===== src/assert_macros.svh =====
// Assertion macros used by the RTL of the BMP pixel decoder.
`ifndef ASSERT_MACROS_SVH
`define ASSERT_MACROS_SVH

// Checked on every rising edge outside of reset.
`define ASSERT_RST(label, prop, msg) \
  label: assert property (@(posedge clk) disable iff (rst) (prop)) else $error(msg);

// Checked on every rising edge, reset included.
`define ASSERT_ALWAYS(label, prop, msg) \
  label: assert property (@(posedge clk) (prop)) else $error(msg);

`endif


===== src/bmpl_pkg.sv =====
// Types, constants and the sRGB linearization table of the BMP pixel decoder.
`timescale 1ns / 1ps

package bmpl_pkg;

  localparam int unsigned MAX_DIM      = 4096;
  localparam int unsigned HEADER_BYTES = 54;

  localparam logic [7:0] SIG_FIRST  = 8'h42;  // 'B'
  localparam logic [7:0] SIG_SECOND = 8'h4D;  // 'M'

  localparam logic [5:0] POS_SIG_FIRST  = 6'd0;
  localparam logic [5:0] POS_SIG_SECOND = 6'd1;
  localparam logic [5:0] POS_WIDTH      = 6'd18;
  localparam logic [5:0] POS_HEIGHT     = 6'd22;
  localparam logic [5:0] POS_LAST       = 6'(HEADER_BYTES - 1);

  typedef enum logic [1:0] {
    KIND_PIXEL,
    KIND_HEADER,
    KIND_BAD_SIG,
    KIND_TOO_LARGE
  } kind_t;

  typedef enum logic [2:0] {
    PH_IDLE,
    PH_HEADER,
    PH_PIXELS,
    PH_PAD,
    PH_DONE,
    PH_ERROR
  } phase_t;

  typedef struct packed {
    logic       start_of_file;
    logic [7:0] data_byte;
  } in_word_t;

  typedef struct packed {
    kind_t       kind;
    logic [23:0] pixel_index;
    logic [7:0]  red;
    logic [7:0]  green;
    logic [7:0]  blue;
    logic [15:0] luminance;
    logic [12:0] image_width;
    logic [12:0] image_height;
    logic        last_pixel;
  } out_word_t;

  // Strobes from the parser that step the luminance accumulator.
  typedef struct packed {
    logic       load_blue;
    logic       add_green;
    logic [7:0] value;
  } luma_ctl_t;

  typedef logic [255:0][16:0] lin_table_t;

  // Linear light in Q1.16 for each sRGB byte, evaluated at elaboration.
  // The power 2.4 is found as t^2 * t^0.4, with t^0.4 taken by a bisection
  // on y^5 <= t^2 in Q30.
  function automatic lin_table_t build_lin_table();
    lin_table_t      tbl;
    longint unsigned t;
    longint unsigned t2;
    longint unsigned lo;
    longint unsigned hi;
    longint unsigned mid;
    longint unsigned y2;
    longint unsigned y4;
    longint unsigned p;
    for (int c = 0; c < 256; c++) begin
      if (c <= 10) begin
        tbl[c] = 17'((longint'(c) * 6553600 + 164730) / 329460);
      end else begin
        t  = (longint'(40 * c + 561) << 30) / 10761;
        t2 = (t * t) >> 30;
        lo = 0;
        hi = 64'd1 << 30;
        for (int it = 0; it < 32; it++) begin
          if (lo < hi) begin
            mid = lo + (hi - lo + 1) / 2;
            y2  = (mid * mid) >> 30;
            y4  = (y2 * y2) >> 30;
            p   = (y4 * mid) >> 30;
            if (p <= t2) begin
              lo = mid;
            end else begin
              hi = mid - 1;
            end
          end
        end
        tbl[c] = 17'((t2 * lo + (64'd1 << 43)) >> 44);
      end
    end
    return tbl;
  endfunction

  localparam lin_table_t LIN_TABLE = build_lin_table();

endpackage


===== src/bmpl_stream_if.sv =====
// Valid/ready stream interface carrying one payload word per handshake.
`timescale 1ns / 1ps

interface bmpl_stream_if #(
  parameter type payload_t = logic
);
  logic     valid;
  logic     ready;
  payload_t payload;

  modport source (output valid, output payload, input ready);
  modport sink   (input valid, input payload, output ready);
endinterface


===== src/bmp24_pixel_decoder_luma_core.sv =====
// Top level of the 24-bit BMP decoder with per-pixel sRGB luminance.
//
//   channel   direction   word               handshake
//   bytes     in          start_of_file,     valid/ready
//                         data_byte
//   results   out         kind .. last_pixel valid/ready
//
// A byte enters the input register, is parsed from there once the output
// register can advance, and its result, if any, is registered in the output
// register. One byte per cycle is sustained while the output is not stalled;
// the parser step from input register to output register sets that figure.
// Synchronous reset returns the parser to idle, waiting for a start byte.
// A stalled output holds the input register; bytes keep flowing while the
// output register is empty or being taken.
`timescale 1ns / 1ps
`include "assert_macros.svh"

module bmp24_pixel_decoder_luma_core import bmpl_pkg::*; (
  input logic   clk,
  input logic   rst,
  bmpl_stream_if.sink   bytes,
  bmpl_stream_if.source results
);

  in_word_t    in_r;
  logic        in_r_valid;
  out_word_t   res;
  logic        res_valid;
  logic        advance;
  logic        fire;
  logic        parse_valid;
  out_word_t   parse_word;
  luma_ctl_t   luma_ctl;
  logic [15:0] luminance;

  assign advance     = !res_valid || results.ready;
  assign fire        = in_r_valid && advance;
  assign bytes.ready = !in_r_valid || advance;

  always_ff @(posedge clk) begin
    if (rst) begin
      in_r_valid <= 1'b0;
    end else if (bytes.valid && bytes.ready) begin
      in_r_valid <= 1'b1;
    end else if (fire) begin
      in_r_valid <= 1'b0;
    end
  end

  always_ff @(posedge clk) begin
    if (bytes.valid && bytes.ready) begin
      in_r <= bytes.payload;
    end
  end

  bmpl_parser u_parser (
    .clk          (clk),
    .rst          (rst),
    .fire         (fire),
    .word         (in_r),
    .luminance    (luminance),
    .luma_ctl     (luma_ctl),
    .result_valid (parse_valid),
    .result       (parse_word)
  );

  bmpl_luma u_luma (
    .clk       (clk),
    .ctl       (luma_ctl),
    .luminance (luminance)
  );

  always_ff @(posedge clk) begin
    if (rst) begin
      res_valid <= 1'b0;
    end else if (advance) begin
      res_valid <= parse_valid;
    end
  end

  always_ff @(posedge clk) begin
    if (advance) begin
      res <= parse_word;
    end
  end

  assign results.valid   = res_valid;
  assign results.payload = res;

  `ASSERT_RST(a_empty_output_takes_bytes, !res_valid |-> bytes.ready, "input stalled with empty output")
  `ASSERT_RST(a_parsed_result_lands, fire && parse_valid |=> res_valid, "parsed result was dropped")
  `ASSERT_RST(a_last_is_index_zero, res_valid && res.last_pixel |-> res.kind == KIND_PIXEL && res.pixel_index == '0, "last pixel flag with nonzero index")
  `ASSERT_RST(a_size_only_in_header, res_valid && res.kind != KIND_HEADER |-> res.image_width == '0 && res.image_height == '0, "dimensions outside header word")

endmodule


===== src/bmpl_luma.sv =====
// Luminance accumulator: linearizes each channel and sums Rec.709 weights.
`timescale 1ns / 1ps

module bmpl_luma import bmpl_pkg::*; (
  input  logic        clk,
  input  luma_ctl_t   ctl,
  output logic [15:0] luminance
);

  localparam logic [15:0] W_RED   = 16'd13933;
  localparam logic [15:0] W_GREEN = 16'd46871;
  localparam logic [15:0] W_BLUE  = 16'd4732;
  localparam logic [32:0] ROUND   = 33'd32768;

  logic [16:0] lin;
  logic [31:0] acc;
  logic [32:0] total;

  assign lin = LIN_TABLE[ctl.value];

  // Blue and green products are folded in as their bytes arrive, so the
  // red byte only adds one more product.
  always_ff @(posedge clk) begin
    if (ctl.load_blue) begin
      acc <= 32'(lin * W_BLUE);
    end else if (ctl.add_green) begin
      acc <= acc + 32'(lin * W_GREEN);
    end
  end

  assign total = {1'b0, acc} + 33'(lin * W_RED) + ROUND;

  assign luminance = total[32] ? 16'hFFFF : total[31:16];

endmodule


===== src/bmpl_parser.sv =====
// Header and pixel parser: phase control, counters and result formation.
`timescale 1ns / 1ps

module bmpl_parser import bmpl_pkg::*; (
  input  logic        clk,
  input  logic        rst,
  input  logic        fire,
  input  in_word_t    word,
  input  logic [15:0] luminance,
  output luma_ctl_t   luma_ctl,
  output logic        result_valid,
  output out_word_t   result
);

  phase_t      phase, phase_next;
  logic [5:0]  header_count, header_count_next;
  logic [31:0] width_word, width_word_next;
  logic [31:0] height_word, height_word_next;
  logic [12:0] column_count, column_count_next;
  logic [1:0]  byte_in_pixel, byte_in_pixel_next;
  logic [1:0]  pad_left, pad_left_next;
  logic [7:0]  held_blue, held_blue_next;
  logic [7:0]  held_green, held_green_next;
  logic [23:0] index_down, index_down_next;

  // A start-of-file byte is byte 0 of a fresh header whatever the phase.
  phase_t      cur_phase;
  logic [5:0]  cur_count;
  logic [31:0] cur_width;
  logic [31:0] cur_height;
  logic [31:0] got_width;
  logic [31:0] got_height;
  logic        bad_sig;
  logic        too_large;
  logic [25:0] area;
  logic [12:0] column_inc;
  logic [7:0]  b;

  assign b          = word.data_byte;
  assign cur_phase  = word.start_of_file ? PH_HEADER : phase;
  assign cur_count  = word.start_of_file ? 6'd0 : header_count;
  assign cur_width  = word.start_of_file ? 32'd0 : width_word;
  assign cur_height = word.start_of_file ? 32'd0 : height_word;

  assign bad_sig = (cur_count == POS_SIG_FIRST && b != SIG_FIRST) ||
                   (cur_count == POS_SIG_SECOND && b != SIG_SECOND);

  always_comb begin
    got_width  = cur_width;
    got_height = cur_height;
    if (cur_count >= POS_WIDTH && cur_count < POS_HEIGHT) begin
      got_width = cur_width | (32'(b) << {cur_count[1:0] - POS_WIDTH[1:0], 3'b000});
    end else if (cur_count >= POS_HEIGHT && cur_count < POS_HEIGHT + 6'd4) begin
      got_height = cur_height | (32'(b) << {cur_count[1:0] - POS_HEIGHT[1:0], 3'b000});
    end
  end

  assign too_large  = (got_width > 32'(MAX_DIM)) || (got_height > 32'(MAX_DIM));
  assign area       = got_width[12:0] * got_height[12:0];
  assign column_inc = column_count + 13'd1;

  // Next state.
  always_comb begin
    phase_next         = phase;
    header_count_next  = header_count;
    width_word_next    = width_word;
    height_word_next   = height_word;
    column_count_next  = column_count;
    byte_in_pixel_next = byte_in_pixel;
    pad_left_next      = pad_left;
    held_blue_next     = held_blue;
    held_green_next    = held_green;
    index_down_next    = index_down;
    if (fire) begin
      unique case (cur_phase)
        PH_HEADER: begin
          phase_next        = PH_HEADER;
          header_count_next = cur_count;
          width_word_next   = got_width;
          height_word_next  = got_height;
          if (bad_sig) begin
            phase_next = PH_ERROR;
          end else if (cur_count != POS_LAST) begin
            header_count_next = cur_count + 6'd1;
          end else if (too_large) begin
            phase_next = PH_ERROR;
          end else begin
            column_count_next  = '0;
            byte_in_pixel_next = '0;
            pad_left_next      = '0;
            if (got_width == '0 || got_height == '0) begin
              phase_next = PH_DONE;
            end else begin
              phase_next      = PH_PIXELS;
              index_down_next = 24'(area - 26'd1);
            end
          end
        end
        PH_PAD: begin
          pad_left_next = pad_left - 2'd1;
          if (pad_left == 2'd1) begin
            phase_next = PH_PIXELS;
          end
        end
        PH_PIXELS: begin
          unique case (byte_in_pixel)
            2'd0: begin
              held_blue_next     = b;
              byte_in_pixel_next = 2'd1;
            end
            2'd1: begin
              held_green_next    = b;
              byte_in_pixel_next = 2'd2;
            end
            default: begin
              byte_in_pixel_next = 2'd0;
              if (index_down == '0) begin
                phase_next = PH_DONE;
              end else begin
                index_down_next   = index_down - 24'd1;
                column_count_next = column_inc;
                if (column_inc >= width_word[12:0]) begin
                  column_count_next = '0;
                  if (width_word[1:0] != 2'd0) begin
                    pad_left_next = width_word[1:0];
                    phase_next    = PH_PAD;
                  end
                end
              end
            end
          endcase
        end
        default: begin
        end
      endcase
    end
  end

  // Outputs.
  always_comb begin
    result_valid       = 1'b0;
    result             = '0;
    result.kind        = KIND_PIXEL;
    luma_ctl.value     = b;
    luma_ctl.load_blue = fire && cur_phase == PH_PIXELS && byte_in_pixel == 2'd0;
    luma_ctl.add_green = fire && cur_phase == PH_PIXELS && byte_in_pixel == 2'd1;
    unique case (cur_phase)
      PH_HEADER: begin
        if (bad_sig) begin
          result_valid = fire;
          result.kind  = KIND_BAD_SIG;
        end else if (cur_count == POS_LAST) begin
          result_valid = fire;
          if (too_large) begin
            result.kind = KIND_TOO_LARGE;
          end else begin
            result.kind         = KIND_HEADER;
            result.image_width  = got_width[12:0];
            result.image_height = got_height[12:0];
          end
        end
      end
      PH_PIXELS: begin
        if (byte_in_pixel == 2'd2) begin
          result_valid       = fire;
          result.kind        = KIND_PIXEL;
          result.pixel_index = index_down;
          result.red         = b;
          result.green       = held_green;
          result.blue        = held_blue;
          result.luminance   = luminance;
          result.last_pixel  = (index_down == '0);
        end
      end
      default: begin
      end
    endcase
  end

  always_ff @(posedge clk) begin
    if (rst) begin
      phase         <= PH_IDLE;
      header_count  <= '0;
      column_count  <= '0;
      byte_in_pixel <= '0;
      pad_left      <= '0;
      width_word    <= '0;
      height_word   <= '0;
    end else begin
      phase         <= phase_next;
      header_count  <= header_count_next;
      column_count  <= column_count_next;
      byte_in_pixel <= byte_in_pixel_next;
      pad_left      <= pad_left_next;
      width_word    <= width_word_next;
      height_word   <= height_word_next;
    end
  end

  always_ff @(posedge clk) begin
    held_blue  <= held_blue_next;
    held_green <= held_green_next;
    index_down <= index_down_next;
  end

endmodule

===== src/flat_wrapper.sv =====
// flat-port wrapper written by rule: the top's interface ports become plain ports
module bmp24_pixel_decoder_luma_core_flat import bmpl_pkg::*;
  (clk, rst, bytes_valid, bytes_payload, bytes_ready, results_valid, results_payload, results_ready);
  bmpl_stream_if bytes_i ();
  bmpl_stream_if results_i ();
  input logic clk;
  input logic rst;
  input wire logic [$bits(bytes_i.valid)-1:0] bytes_valid;
  input wire logic [$bits(bytes_i.payload)-1:0] bytes_payload;
  output wire logic [$bits(bytes_i.ready)-1:0] bytes_ready;
  output wire logic [$bits(results_i.valid)-1:0] results_valid;
  output wire logic [$bits(results_i.payload)-1:0] results_payload;
  input wire logic [$bits(results_i.ready)-1:0] results_ready;
  assign bytes_i.valid = bytes_valid;
  assign bytes_i.payload = bytes_payload;
  assign bytes_ready = bytes_i.ready;
  assign results_valid = results_i.valid;
  assign results_payload = results_i.payload;
  assign results_i.ready = results_ready;
  bmp24_pixel_decoder_luma_core u_core (.clk(clk), .rst(rst), .bytes(bytes_i), .results(results_i));
endmodule

===== config.mk =====
export PLATFORM = sky130hd
export DESIGN_NAME = bmp24_pixel_decoder_luma_core_flat
export DESIGN_NICKNAME = d
export VERILOG_FILES = /design/src/bmpl_pkg.sv /design/src/bmpl_stream_if.sv /design/src/bmp24_pixel_decoder_luma_core.sv /design/src/bmpl_luma.sv /design/src/bmpl_parser.sv /design/src/flat_wrapper.sv
export VERILOG_INCLUDE_DIRS = /design/src /design/src/src
export SDC_FILE = /design/constraint.sdc
export NUM_CORES = 1
export LEC_CHECK = 0
export BUFFER_PORTS_ARGS = -buffer_cell sky130_fd_sc_hd__buf_4
export CAP_MARGIN = 20
export CORE_MARGIN = 2
export CORE_UTILIZATION = 25
export DETAILED_ROUTE_END_ITERATION = 10
export PLACE_DENSITY_LB_ADDON = 0.12
export SYNTH_ARGS = -nofsm -noshare
export SYNTH_HDL_FRONTEND = slang
export SYNTH_SLANG_ARGS = --single-unit

===== constraint.sdc =====
create_clock -name clk -period 7.8 [get_ports clk]
set_clock_uncertainty 0.05 [all_clocks]
set_input_delay 1.17 -clock clk [delete_from_list [all_inputs] [get_ports clk]]
set_output_delay 1.17 -clock clk [all_outputs]
set_load 0.1 [all_outputs]

* Word level (Yosys, flattened, before mapping)
Cells that the tools add are included.
Word-level totals: input bits 5, output and inout bits 3, register bits after elaboration 118, logic and storage cells 124
Cells by class: $mul 1, add/sub/neg operators 6, muxes and demuxes 45, bitwise logic cells 3, reduce and logical (&&, ||, !) cells 29, magnitude comparators 7, shift-type cells 1, equality and inequality tests 20
Operator list (count):
- $mux 24 | 6
- $mux 32 | 3
- $mux 13 | 6
- $gt 32x13->1 const B | 2
- $logic_not 32->1 | 2
- $or 32x32->32 | 2
- $pmux 24 s2 | 1
- $sub 24x1->24 const B | 2
- $shl 1x5->32 | 1
- $mux 3 | 9
- $pmux 13 s2 | 1
- $logic_not 24->1 | 1
- $mul 13x13->24 | 1
- $ne 2x2->1 const B | 9
- $mux 2 | 7
- $add 13x1->13 const B | 1
- $ge 13x13->1 | 1
- $ge 6x5->1 const B | 2
- $lt 6x5->1 const B | 2
- $mux 6 | 2
- $pmux 3 s3 | 1
- $reduce_and 9->1 | 1
- $pmux 2 s2 | 2
- $reduce_and 8->1 | 1
- 28 further kinds | 46

* Depth between registers and ports, before layout
Gate-level depths: netlist (run 1).
depth in word-level cells 12, mapped depth 24, depth with buffers taken out 23

* Worst setup path after synthesis (run 1)
No wires, ideal clock.
path type register -> register, from register u_core.u_parser.header_count[0], to register u_core.u_parser.index_down[21] (data pin), arrival time 5.186 ns, required time 7.495 ns, buffers on the path 1, path slack 2.308 ns, cell stages (with the launch flop) 22, period minus slack after synthesis 5.492 ns, cells stage by stage dfxtp_1 -> clkbuf_1 -> inv_1 -> ha_1 -> nor3_1 -> a2111oi_0 -> a41oi_1 -> or2_2 -> ha_1 -> fa_1 -> inv_1 -> fa_1 -> fa_1 -> ha_1 -> ha_1 -> and3_1 -> nand3_1 -> a21oi_1 -> o2111ai_1 -> a31oi_1 -> or3_1 -> a31o_1
Between the ends: longest elaborated chain between the ends 12
RTL lines:
- start: declaration | RTL line bmpl_parser.sv:16 | logic [5:0] header_count, header_count_next;
- start signal: assignment | RTL line bmpl_parser.sv:191 | header_count <= header_count_next;
- $sub 2x2->2 | RTL line bmpl_parser.sv:52, bmpl_parser.sv:54
- $shl 1x5->32 | RTL line bmpl_parser.sv:52, bmpl_parser.sv:54
- $or 32x32->32 | RTL line bmpl_parser.sv:54 | got_height = cur_height | (32'(b) << {cur_count[1:0] - POS_HEIGHT[1:0], 3'b000});
- $mux 32 | RTL line bmpl_parser.sv:53 | end else if (cur_count >= POS_HEIGHT && cur_count < POS_HEIGHT + 6'd4) begin
- $mux 32 | RTL line bmpl_parser.sv:51 | if (cur_count >= POS_WIDTH && cur_count < POS_HEIGHT) begin
- $mul 13x13->24 * | RTL line bmpl_parser.sv:59 | assign area = got_width[12:0] * got_height[12:0];
- $sub 24x1->24 * | RTL line bmpl_parser.sv:95 | index_down_next = 24'(area - 26'd1);
- $mux 24 * | RTL line bmpl_parser.sv:91 | if (got_width == '0 || got_height == '0) begin
- $mux 24 * | RTL line bmpl_parser.sv:85 | end else if (too_large) begin
- $mux 24 * | RTL line bmpl_parser.sv:83 | end else if (cur_count != POS_LAST) begin
- $mux 24 * | RTL line bmpl_parser.sv:81 | if (bad_sig) begin
- $pmux 24 s2 * | RTL line bmpl_parser.sv:75 | unique case (cur_phase)
- end signal: assignment | RTL line bmpl_parser.sv:203 | index_down <= index_down_next;
- end: declaration | RTL line bmpl_parser.sv:24 | logic [23:0] index_down, index_down_next;
Mark *: on every way between the ends. The rest lies on a longest branch, timed or not. The select of a mux whose other input is x is not followed. A chain may end at the register's enable or synchronous reset.

* Worst setup path after layout (run 1)
from register u_core.u_parser.header_count[1], to register u_core.u_parser.index_down[21] (data pin)
The elaborated chain is that of the path after synthesis.

==> impl_results.md, run 1 <==
- Vias in the first global route: 5044
- Clock Power Share: 18.3%
- Final instance area: 0.008367 mm^2
- Post-CTS setup buffers: 0
- Fillcell total: between 3000 and 4000
- Crit path time final: 6.082 ns
- Asr flop ratio synth: 0%
- CP required: 7.84 ns
- Post-synth EDFFs: 26
- Final nets: around 1100
- Setup violators final: 0
- CTS Buffer Depth: 2
- Post-route core utilization: about 30%
- Flop pwr share: a little under a fifth
- Inserted Diodes: 0
- Num ports: 8
- #FFs+latches synth: 62
- GRT overflow: 0
- Most frequent cells in the layout: conb_1, inv_1, ha_1, fa_1, nor2_1
- Hold Crit Class: register to register
- Root Driver: clkbuf_16
- Comb power frac: 63.4%
- Syn. warnings: 0
- Post-synthesis sequential area ratio: 21.28%
- Drt drc: 0
- Share of cells above drive strength 1: 4.276%
- Width of the chip: 172.0 um
- Core Region: 0.02778 mm^2
- Post-Place Cell Area: slightly above 0.008 mm^2
- Area of the multi-input gates: 0.005579 mm^2
- RePlAce Congestion: 0.7263
- Fin. Hold Viols: 0
- Power per cell area: roughly 280 mW/mm^2
- Clk_lat worst skew: 0.34 ns
- Register Area: 0.001501 mm^2
- Detailed Route Iter0 Violations: 200
- Worst Setup End Kind: register
- Starting density of the core: 25.40%
- Reg-to-reg startpoint: u_core.u_parser.header_count[1]
- Hold buffer count at CTS: 0
- Max-slew headroom: 35.77%
- Cell variety after synth: between 60 and 70
- Reported leakage power: 3.849 nW
- Via count: 5262
- Die ar.: ~0.030 mm^2
- Cell area after synthesis: a little over 0.007 mm^2
- Final WL: 13570 um
- Critical path type: register to register
- Maximum clock rate: 0.1644 GHz
- Slew Limit Fails: 0
- Unrepaired setup endpoints after global routing: false
- Hold slack: 0.4398 ns
- Setup crit start kind: register
- H-tree Lvls: 3
- R2R cell count: 19
- Crit path to: u_core.u_parser.index_down[21]
- Clk slew on worst S/H paths: roughly 0.050 ns
- Setup WS post-layout: 1.718 ns
- Worst Setup SP: u_core.u_parser.header_count[1]
- Pre-CTS setup slack: ~1.7 ns
- Least-Margin Pin Slew: 0.9392 ns
- Vias per cell: 4.079
- Highest ir drop seen on vdd: 0.1302 mV
- Final worst path period share: 77.97%
- Die H: 172.0 um
- CTS tree: built
- # clock sinks: 62
- Routed len/inst: around 11 um
- Syn Inst Count: 765
- FP Rows: 61
- Psw: 0.9392 mW
- Switching share of total power: approximately two fifths
- Crit Path Max Fanout: 13
- Largest net degree at the start of global routing: 30
- Post-cts gate resize count: 0
- Status: finished, final reports clean
- Internal power: 1.375 mW
- Area delta synth->final: 18.56%
- Post-synth top flop: dfxtp_1
- Post-DP HPWL: 10800 um
- TritonCTS Buffers: 9
- Mean Syn Cell Area: between 9 and 10 um^2
- Commonest non-fill, non-tap cell in the layout: conb_1
- Critical R2R Capture: u_core.u_parser.index_down[21]
- Total GRT Usage: roughly 10%
- Setup TNS: 0 ns
- Drt pass-1 iters: 4
- First-pass GRT wire length: 24030 um
- R2r setup slk: 1.72 ns
- MaxCap Viol Count: 0
- CP arrival: 6.12 ns
- Initial antenna violation count: 0
- Antenna viol nets, final: 0
- Count of input and output buffers: 7
layer usage:
| layer | track usage [%] | share of wire [%] |
|---|---|---|
| met5 | 0 | 0 |
| met1 | 13.36 | 49 |
| met3 | 2.060 | 2.2 |
| met2 | 16.95 | 48 |
| met4 | 2.192 | 0.92 |
how the worst min path moves through the flow:
stage                                    end  cells past startpoint                          start  slack (ns)
3_5_place_dp     u_core.u_parser.pad_left[1]                      1    u_core.u_parser.pad_left[1]        0.43
4_1_cts          u_core.u_parser.pad_left[1]                      1    u_core.u_parser.pad_left[1]        0.44
6_report         u_core.u_parser.pad_left[1]                      1    u_core.u_parser.pad_left[1]        0.44
2_1_floorplan  u_core.u_parser.width_word[8]                      2  u_core.u_parser.width_word[8]        0.41
3_3_place_gp     u_core.u_parser.pad_left[1]                      1    u_core.u_parser.pad_left[1]        0.42
5_1_grt          u_core.u_parser.pad_left[1]                      1    u_core.u_parser.pad_left[1]        0.45
power by group through the flow:
stage               logic (mW)  registers [mW]  clock network, mW
floorplan                 1.20           0.429                  0
global placement          1.41           0.429                  0
detailed placement        1.40           0.429                  0
CTS                       1.41           0.422              0.440
global route              1.72           0.422              0.450
finish                    1.47           0.422              0.424
final cells by class:
class | instances | share of cell area [%]
multi-input combinational | 710 | 66.68
sequential | 62 | 17.95
tap | 378 | 5.653
inverter | 113 | 5.070
clock buffer | 11 | 2.782
timing repair buffer | 11 | 0.9870
clock inverter | 5 | 0.8823
sequential cells by signal, summed over array words and instances (netlist names):
register	count
u_core.in_r_valid	1
u_core.u_parser.phase	3
u_core.results.valid	1
u_core.u_parser.index_down	24
u_core.u_parser.width_word	4
u_core.u_parser.header_count	6
u_core.u_parser.pad_left	2
u_core.u_parser.column_count	13
u_core.u_parser.byte_in_pixel	2
u_core.u_parser.height_word	4
u_core.results.payload	1
u_core.in_r	1
through the flow:
step,total power [mW],instances
after floorplan,1.626,905
after global placement,1.839,1274
after detailed placement,1.824,1274
after CTS,2.270,1290
after global routing,2.590,1290
final,2.314,1290
kinds of logic (layout without fill, tap and decap cells):
| kind of cell | Yosys count | in the layout | synth area share, % |
|---|---|---|---|
| AND/OR/NAND/NOR | 205 | 205 | 14.91 |
| flip-flops | 62 | 62 | 21.28 |
| other | 2 | 142 | 0.1064 |
| multiplexers | 3 | 3 | 0.4255 |
| buffers and inverters | 133 | 140 | 7.145 |
| adder cells (fa/ha/maj) | 165 | 165 | 36.91 |
| XOR/XNOR | 44 | 44 | 5.461 |
| AO/OA/AOI/OAI | 151 | 151 | 13.76 |
cell usage after synthesis, types with 7 or more instances:
cell        n  share of area [%]
inv_1     113                6.0
clkbuf_1   16               0.85
or3_1      10               0.89
a31oi_1    12                1.1
edfxtp_1   26                 11
nand3b_1    7               0.74
o21ai_0    39                2.8
xor2_1     20                2.5
xnor2_1    24                3.0
nor2_1     62                3.3
a211oi_1    7               0.74
and3_1     18                1.6
nor3_1     17                1.2
dfxtp_1    36                 10
nand4_1     7               0.62
a21oi_1    36                2.6
ha_1       93                 16
nand2_1    37                2.0
a21o_1      7               0.74
fa_1       72                 20
nand3_1     9               0.64
worst max-delay path: stages, from the launching register on:
cell	delay, ns
dfxtp_1	0.55
ha_1	0.22
nor3_1	0.04
a2111oi_0	0.74
a41oi_1	0.32
or2_2	0.40
ha_1	0.31
fa_1	0.16
inv_1	0.05
fa_1	0.51
fa_1	0.49
ha_1	0.30
ha_1	0.35
and3_1	0.20
nand3_1	0.09
a21oi_1	0.06
o2111ai_1	0.32
a31oi_1	0.14
or3_1	0.31
a31o_1	0.22
Power figures use the tool's default switching activity.
==> run 2, diff against run 1 <==
==> constraint.sdc (replaced) <==
create_clock -name clk -period 6.05 [get_ports clk]
set_clock_uncertainty 0.05 [all_clocks]
set_input_delay 0.9075 -clock clk [delete_from_list [all_inputs] [get_ports clk]]
set_output_delay 0.9075 -clock clk [all_outputs]
set_load 0.1 [all_outputs]
==> impl_results.md, run 2 (synthesis gave the netlist of run 1 again) <==
- Final worst path period share: 91.70% (+14 points)
- Detailed Route Iter0 Violations: 188 (-6.0%)
- TritonCTS Buffers: 9 (unchanged)
- Area delta synth->final: 18.92%
- Reported leakage power: 3.875 nW (+0.66%)
- Commonest non-fill, non-tap cell in the layout: conb_1
- Final nets: 1086 (+0.84%)
- Clk slew on worst S/H paths: 0.05 ns (about the same)
- Largest net degree at the start of global routing: 30 (unchanged)
- Highest ir drop seen on vdd: 0.1725 mV (+32%)
- Crit path time final: 5.548 ns (-0.5337 ns)
- Crit Path Max Fanout: 7 (-6)
- Comb power frac: 65.2% (+1.8 points)
- Setup violators final: 0 (unchanged)
- RePlAce Congestion: 0.7470 (+2.9%)
- Least-Margin Pin Slew: 0.8446 ns (-0.09458 ns)
- Final instance area: 0.008392 mm^2 (+0.30%)
- Critical path type: register to register
- Core Region: 0.02778 mm^2 (unchanged)
- Hold buffer count at CTS: 0 (unchanged)
- Clk_lat worst skew: 0.34 ns (about the same)
- CTS Buffer Depth: 2 (unchanged)
- Unrepaired setup endpoints after global routing: false
- Post-DP HPWL: 10900 um (+0.90%)
- Worst Setup End Kind: register
- First-pass GRT wire length: 24730 um (+2.9%)
- Vias in the first global route: 5093 (+0.97%)
- FP Rows: 61 (unchanged)
- Die H: 172.0 um (unchanged)
- MaxCap Viol Count: 0 (unchanged)
- CP required: 6.09 ns (-1.75 ns)
- Max-slew headroom: 43.52% (+7.7 points)
- Power per cell area: 348.9 mW/mm^2 (+26%)
- Psw: 1.213 mW (+29%)
- Fin. Hold Viols: 0 (unchanged)
- Non-filler cells, final: 1299 (+0.70%)
- Count of input and output buffers: 7 (unchanged)
- CTS tree: built
- Setup crit start kind: register
- Drt drc: 0 (unchanged)
- Die ar.: 0.02959 mm^2 (unchanged)
- H-tree Lvls: 3 (unchanged)
- Root Driver: clkbuf_16
- Clock Power Share: 16.2% (-2.1 points)
- Switching share of total power: 41.41% (+0.84 points)
- Via count: 5279 (+0.32%)
- Most frequent cells in the layout: conb_1, inv_1, ha_1, fa_1, nor2_1
- Post-cts gate resize count: 0 (unchanged)
- Slew Limit Fails: 0 (unchanged)
- GRT overflow: 0 (unchanged)
- # clock sinks: 62 (unchanged)
- Regs by FF count: u_core.u_parser.index_down x24, u_core.u_parser.column_count x13, u_core.u_parser.header_count x6
- Cell total after placement: 1283 (+0.71%)
- Largest register by flop count: u_core.u_parser.index_down
- Final WL: 13690 um (+0.88%)
- Internal power: 1.715 mW (+25%)
- Hold Crit Class: register to register
- Antenna viol nets, final: 0 (unchanged)
- Status: finished, final reports clean
- Drt pass-1 iters: 4 (unchanged)
- Post-Place Cell Area: 0.008128 mm^2 (+0.84%)
- Initial antenna violation count: 0 (unchanged)
- Flop pwr share: 18.6% (+0.4 points)
- Inserted Diodes: 0 (unchanged)
- Num ports: 8 (unchanged)
- Width of the chip: 172.0 um (unchanged)
- Starting density of the core: 25.40% (unchanged)
- Post-CTS setup buffers: 0 (unchanged)
- CP arrival: 5.59 ns (-0.53 ns)
- Vias per cell: 4.064 (-0.37%)
- Share of cells above drive strength 1: 5.103% (+0.83 points)
- Routed len/inst: 10.54 um (+0.18%)
- Setup TNS: 0 ns (unchanged)
- Total GRT Usage: 10.35% (+0.27 points)
- Maximum clock rate: 0.1802 GHz (+9.6%)
- Max FFs per register: 24 (unchanged)
- Fillcell total: 3060 (+0.79%)
==> run 2: changes by cell type in the layout (fill, tap and decap cells not counted) <==
| cell | before | now |
|---|---|---|
| bufinv_16 | 2 | 0 |
| clkbuf_8 | 0 | 1 |
| clkinv_1 | 1 | 0 |
| clkbuf_1 | 2 | 4 |
| buf_4 | 11 | 20 |
==> run 2: per-layer routing <==
| metal | GRT usage (%) | up-vias | part of all wire [%] |
|---|---|---|---|
| met5 | 0 | - | 0 |
| met4 | 2.302 | 0 | 0.92 |
| met3 | 2.014 | 11 | 1.8 |
| met2 | 16.73 | 33 | 46 |
| met1 | 14.31 | 2487 | 51 |
| li1 | - | 2748 | - |
==> run 2: layout make-up <==
cell class	instances	area, um^2	share of cell area (%)
multi-input cells	710	5579	66.48
flip-flops and latches	62	1501	17.89
well taps	378	473.0	5.636
inverters	113	424.2	5.054
clock buffers	14	254.0	3.027
repair buffers	20	150.1	1.789
clock inverters	2	10.01	0.1193
==> run 2: per-stage QoR <==
step / setup slack [ns] / util, % / total power, mW / hold WS [ns]
after floorplan: 0.5583 / - / 2.096 / 0.4078
after global placement: 0.5331 / 29.26 / 2.371 / 0.4358
after detailed placement: 0.4828 / 29.26 / 2.364 / 0.4350
after CTS: 0.4614 / 30.21 / 2.858 / 0.4428
after global routing: 0.04338 / 30.21 / 3.301 / 0.4492
final: 0.5020 / 30.21 / 2.928 / 0.4420
==> run 2: final timing paths <==
path | from | to | slack, ns | depth (start not counted)
max | u_core.u_parser.header_count[1] | u_core.u_parser.index_down[21] | 0.50 | 18
min | u_core.u_parser.column_count[11] | u_core.u_parser.column_count[11] | 0.44 | 1
max reg2reg | u_core.u_parser.header_count[1] | u_core.u_parser.index_down[21] | 0.50 | 18
min reg2reg | u_core.u_parser.column_count[11] | u_core.u_parser.column_count[11] | 0.44 | 1
==> run 2: worst max-delay path, cell delays in order, from the launching register on <==
cell	delay, ns
dfxtp_1	0.36
or3b_2	0.48
a21oi_1	0.29
a41oi_1	0.24
or2_2	0.36
ha_1	0.31
fa_1	0.17
inv_1	0.06
fa_1	0.50
fa_1	0.48
ha_1	0.30
ha_1	0.35
and3_1	0.20
nand3_1	0.09
a21oi_1	0.06
o2111ai_1	0.31
a31oi_1	0.14
or3_1	0.32
a31o_1	0.22
==> run 2: power groups by stage <==
stage	Combinational (mW)	Clock [mW]	Sequential (mW)
global placement	1.82	0	0.553
finish	1.91	0.474	0.544
CTS	1.82	0.491	0.544
floorplan	1.54	0	0.553
detailed placement	1.81	0	0.553
global route	2.25	0.506	0.544
==> run 3, diff against run 2 <==
--- a/config.mk
+++ b/config.mk
@@ -6,6 +6,7 @@
 export SDC_FILE = /design/constraint.sdc
 export NUM_CORES = 1
 export LEC_CHECK = 0
+export ABC_AREA = 1
 export BUFFER_PORTS_ARGS = -buffer_cell sky130_fd_sc_hd__buf_4
 export CAP_MARGIN = 20
 export CORE_MARGIN = 2
==> impl_results.md, run 3 <==
- Final instance area: 0.008931 mm^2 (+6.4%)
- Post-cts gate resize count: 0 (unchanged)
- Crit path time final: 5.199 ns (-0.3486 ns)
- Cell area after synthesis: 0.007637 mm^2 (+8.2%)
- Maximum clock rate: 0.1923 GHz (+6.7%)
- Max-slew headroom: 50.35% (+6.8 points)
- Post-synth top flop: dfxtp_1
- Post-DP HPWL: 13540 um (+24%)
- Largest register by flop count: u_core.u_parser.index_down
- Critical path type: register to register
- Unrepaired setup endpoints after global routing: false
- Reported leakage power: 4.481 nW (+16%)
- Reg-to-reg startpoint: u_core.u_parser.header_count[0]
- # clock sinks: 62 (unchanged)
- Power per cell area: 356.0 mW/mm^2 (+2.0%)
- Crit Path Max Fanout: 7 (unchanged)
- Hold buffer count at CTS: 0 (unchanged)
- Clk_lat worst skew: 0.33 ns (about the same)
- Fin. Hold Viols: 0 (unchanged)
- Top-count cell post-synth: inv_1
- Initial antenna violation count: 0 (unchanged)
- Critical R2R Capture: u_core.u_parser.index_down[21]
- Max FFs per register: 24 (unchanged)
- Inserted Diodes: 0 (unchanged)
- Syn. warnings: 0 (unchanged)
- Hold slack: 0.4192 ns (-0.02278 ns)
- Via count: 6245 (+18%)
- #FFs+latches synth: 62 (unchanged)
- Setup TNS: 0 ns (unchanged)
- Die ar.: 0.03196 mm^2 (+8.0%)
- Vias in the first global route: 6176 (+21%)
- Post-Place Cell Area: 0.008658 mm^2 (+6.5%)
- Largest cells by area after synthesis: fa_1, ha_1, edfxtp_1
- Slew Limit Fails: 0 (unchanged)
- Num ports: 8 (unchanged)
- CP required: 6.08 ns (about the same)
- Least-Margin Pin Slew: 0.7439 ns (-0.1007 ns)
- Total GRT Usage: 11.18% (+0.83 points)
- Top cell type's share of synthesized area: 18.87% (-1.6 points)
- Final nets: 1320 (+22%)
- Area delta synth->final: 16.94%
- CTS tree: built
- Post-synth EDFFs: 26 (unchanged)
- MaxCap Viol Count: 0 (unchanged)
- Final WL: 16580 um (+21%)
- Post-synth top cells: inv_1, nand2_1, nor2_1
- Largest net degree at the start of global routing: 31 (+3.3%)
- Post-CTS setup buffers: 0 (unchanged)
- Setup WS post-layout: 0.8506 ns (+0.3486 ns)
- FP Rows: 63 (+3.3%)
- Routed len/inst: 10.73 um (+1.8%)
- Worst Setup End Kind: register
- Core Region: 0.02987 mm^2 (+7.5%)
- Cell repeated most along the worst path: inv_1
- Cell variety after synth: 45 (-30%)
- Post-synthesis sequential area ratio: 19.66% (-1.6 points)
- Detailed Route Iter0 Violations: 209 (+11%)
- Drt drc: 0 (unchanged)
- R2r setup slk: 0.85 ns (+0.35 ns)
- Die H: 178.8 um (+3.9%)
- Root Driver: clkbuf_16
- Final worst path period share: 85.94% (-5.8 points)
- Share of cells above drive strength 1: 4.675% (-0.43 points)
- RePlAce Congestion: 0.8304 (+11%)
- Hold path endpoint: u_core.u_parser.width_word[24]
- Starting density of the core: 25.56% (+0.16 points)
- Worst hold path startpoint: u_core.u_parser.width_word[24]
- Vias per cell: 4.042 (-0.54%)
- R2R cell count: 28 (+10)
- Slowest stage cell, crit path: fa_1
- Synth area leader: fa_1
- Status: finished, final reports clean
- Fillcell total: 3243 (+6.0%)
- H-tree Lvls: 3 (unchanged)
- TritonCTS Buffers: 9 (unchanged)
- First-pass GRT wire length: 28750 um (+16%)
- Hold depth: 2 (+1)
- Count of input and output buffers: 7 (unchanged)
- Clk slew on worst S/H paths: 0.05 ns (about the same)
- Syn Inst Count: 1002 (+31%)
- Pre-CTS setup slack: 0.8367 ns (+0.3539 ns)
- Setup crit start kind: register
- GRT overflow: 0 (unchanged)
- Asr flop ratio synth: 0% (unchanged)
- Highest ir drop seen on vdd: 0.1980 mV (+15%)
- Most frequent cells in the layout: inv_1, nand2_1, conb_1, nor2_1, ha_1
- Setup violators final: 0 (unchanged)
- Drt pass-1 iters: 4 (unchanged)
- Mean Syn Cell Area: 7.622 um^2 (-17%)
- CP arrival: 5.23 ns (-0.36 ns)
- Regs by FF count: u_core.u_parser.index_down x24, u_core.u_parser.column_count x13, u_core.u_parser.header_count x6
- CTS Buffer Depth: 2 (unchanged)
- Antenna viol nets, final: 0 (unchanged)
- Hold Crit Class: register to register
- Width of the chip: 178.8 um (+3.9%)
- CP peak stage delay: 0.50 ns (about the same)
- Commonest non-fill, non-tap cell in the layout: inv_1
-- run 3: cells by family after synthesis --
group / after synthesis / synth area share [%]
fa+ha+maj: 165 / 34.11
buf+inv: 210 / 10.55
xor+xnor: 16 / 1.835
flops: 62 / 19.66
other cells: 2 / 0.09833
compound gates: 143 / 10.21
simple gates: 404 / 23.54
-- run 3: cell type report --
class                           instances  area [um^2]  area share (%)
Clock buffer                           15        267.8           2.998
Multi-Input combinational cell        870         5858           65.59
Timing Repair Buffer                    9        67.56          0.7565
Tap cell                              390        488.0           5.464
Inverter                              198        743.2           8.322
Clock inverter                          1        5.005         0.05604
Sequential cell                        62         1501           16.81
-- run 3: report_power, final --
part / internal [mW] / switching, mW
clock network: 0.300 / 0.182
logic: 0.820 / 1.34
registers: 0.539 / 0.000751
total: 1.66 / 1.52
-- run 3: layer usage --
metal  global-route usage (%)  part of all wire (%)
met5                        0                     0
met4                    4.065                   2.3
met3                    1.018                   1.3
met2                    19.25                    46
met1                    14.53                    50
-- run 3: worst max-delay path by stage --
stage	endpoint	depth (start not counted)	slack [ns]	from
2_1_floorplan	u_core.u_parser.index_down[21]	28	1.48	u_core.u_parser.header_count[0]
3_3_place_gp	u_core.u_parser.index_down[20]	20	0.89	u_core.u_parser.header_count[1]
3_5_place_dp	u_core.u_parser.index_down[20]	24	0.84	u_core.u_parser.header_count[0]
4_1_cts	u_core.u_parser.index_down[20]	24	0.79	u_core.u_parser.header_count[0]
5_1_grt	u_core.u_parser.index_down[20]	24	0.39	u_core.u_parser.header_count[0]
6_report	u_core.u_parser.index_down[21]	28	0.85	u_core.u_parser.header_count[0]
-- run 3: critical path: cells and delay by family, from the launching register on --
kind / cells / cell delay, ns
buffers and inverters: 6 / 0.50
xor gates and xnor gates: 1 / 0.08
adders and majority gates: 7 / 2.55
and+or+nand+nor: 13 / 1.23
AOI/OAI and AO/OA: 1 / 0.19
DFF: 1 / 0.35
-- run 3: per-stage QoR --
| stage | std cells | total power, mW | utilization, % |
|---|---|---|---|
| 2_1_floorplan | 1142 | 2.225 | - |
| 3_3_place_gp | 1529 | 2.581 | 28.98 |
| 3_5_place_dp | 1529 | 2.584 | 28.98 |
| 4_1_cts | 1545 | 3.083 | 29.89 |
| 5_1_grt | 1545 | 3.614 | 29.89 |
| 6_report | 1545 | 3.179 | 29.89 |
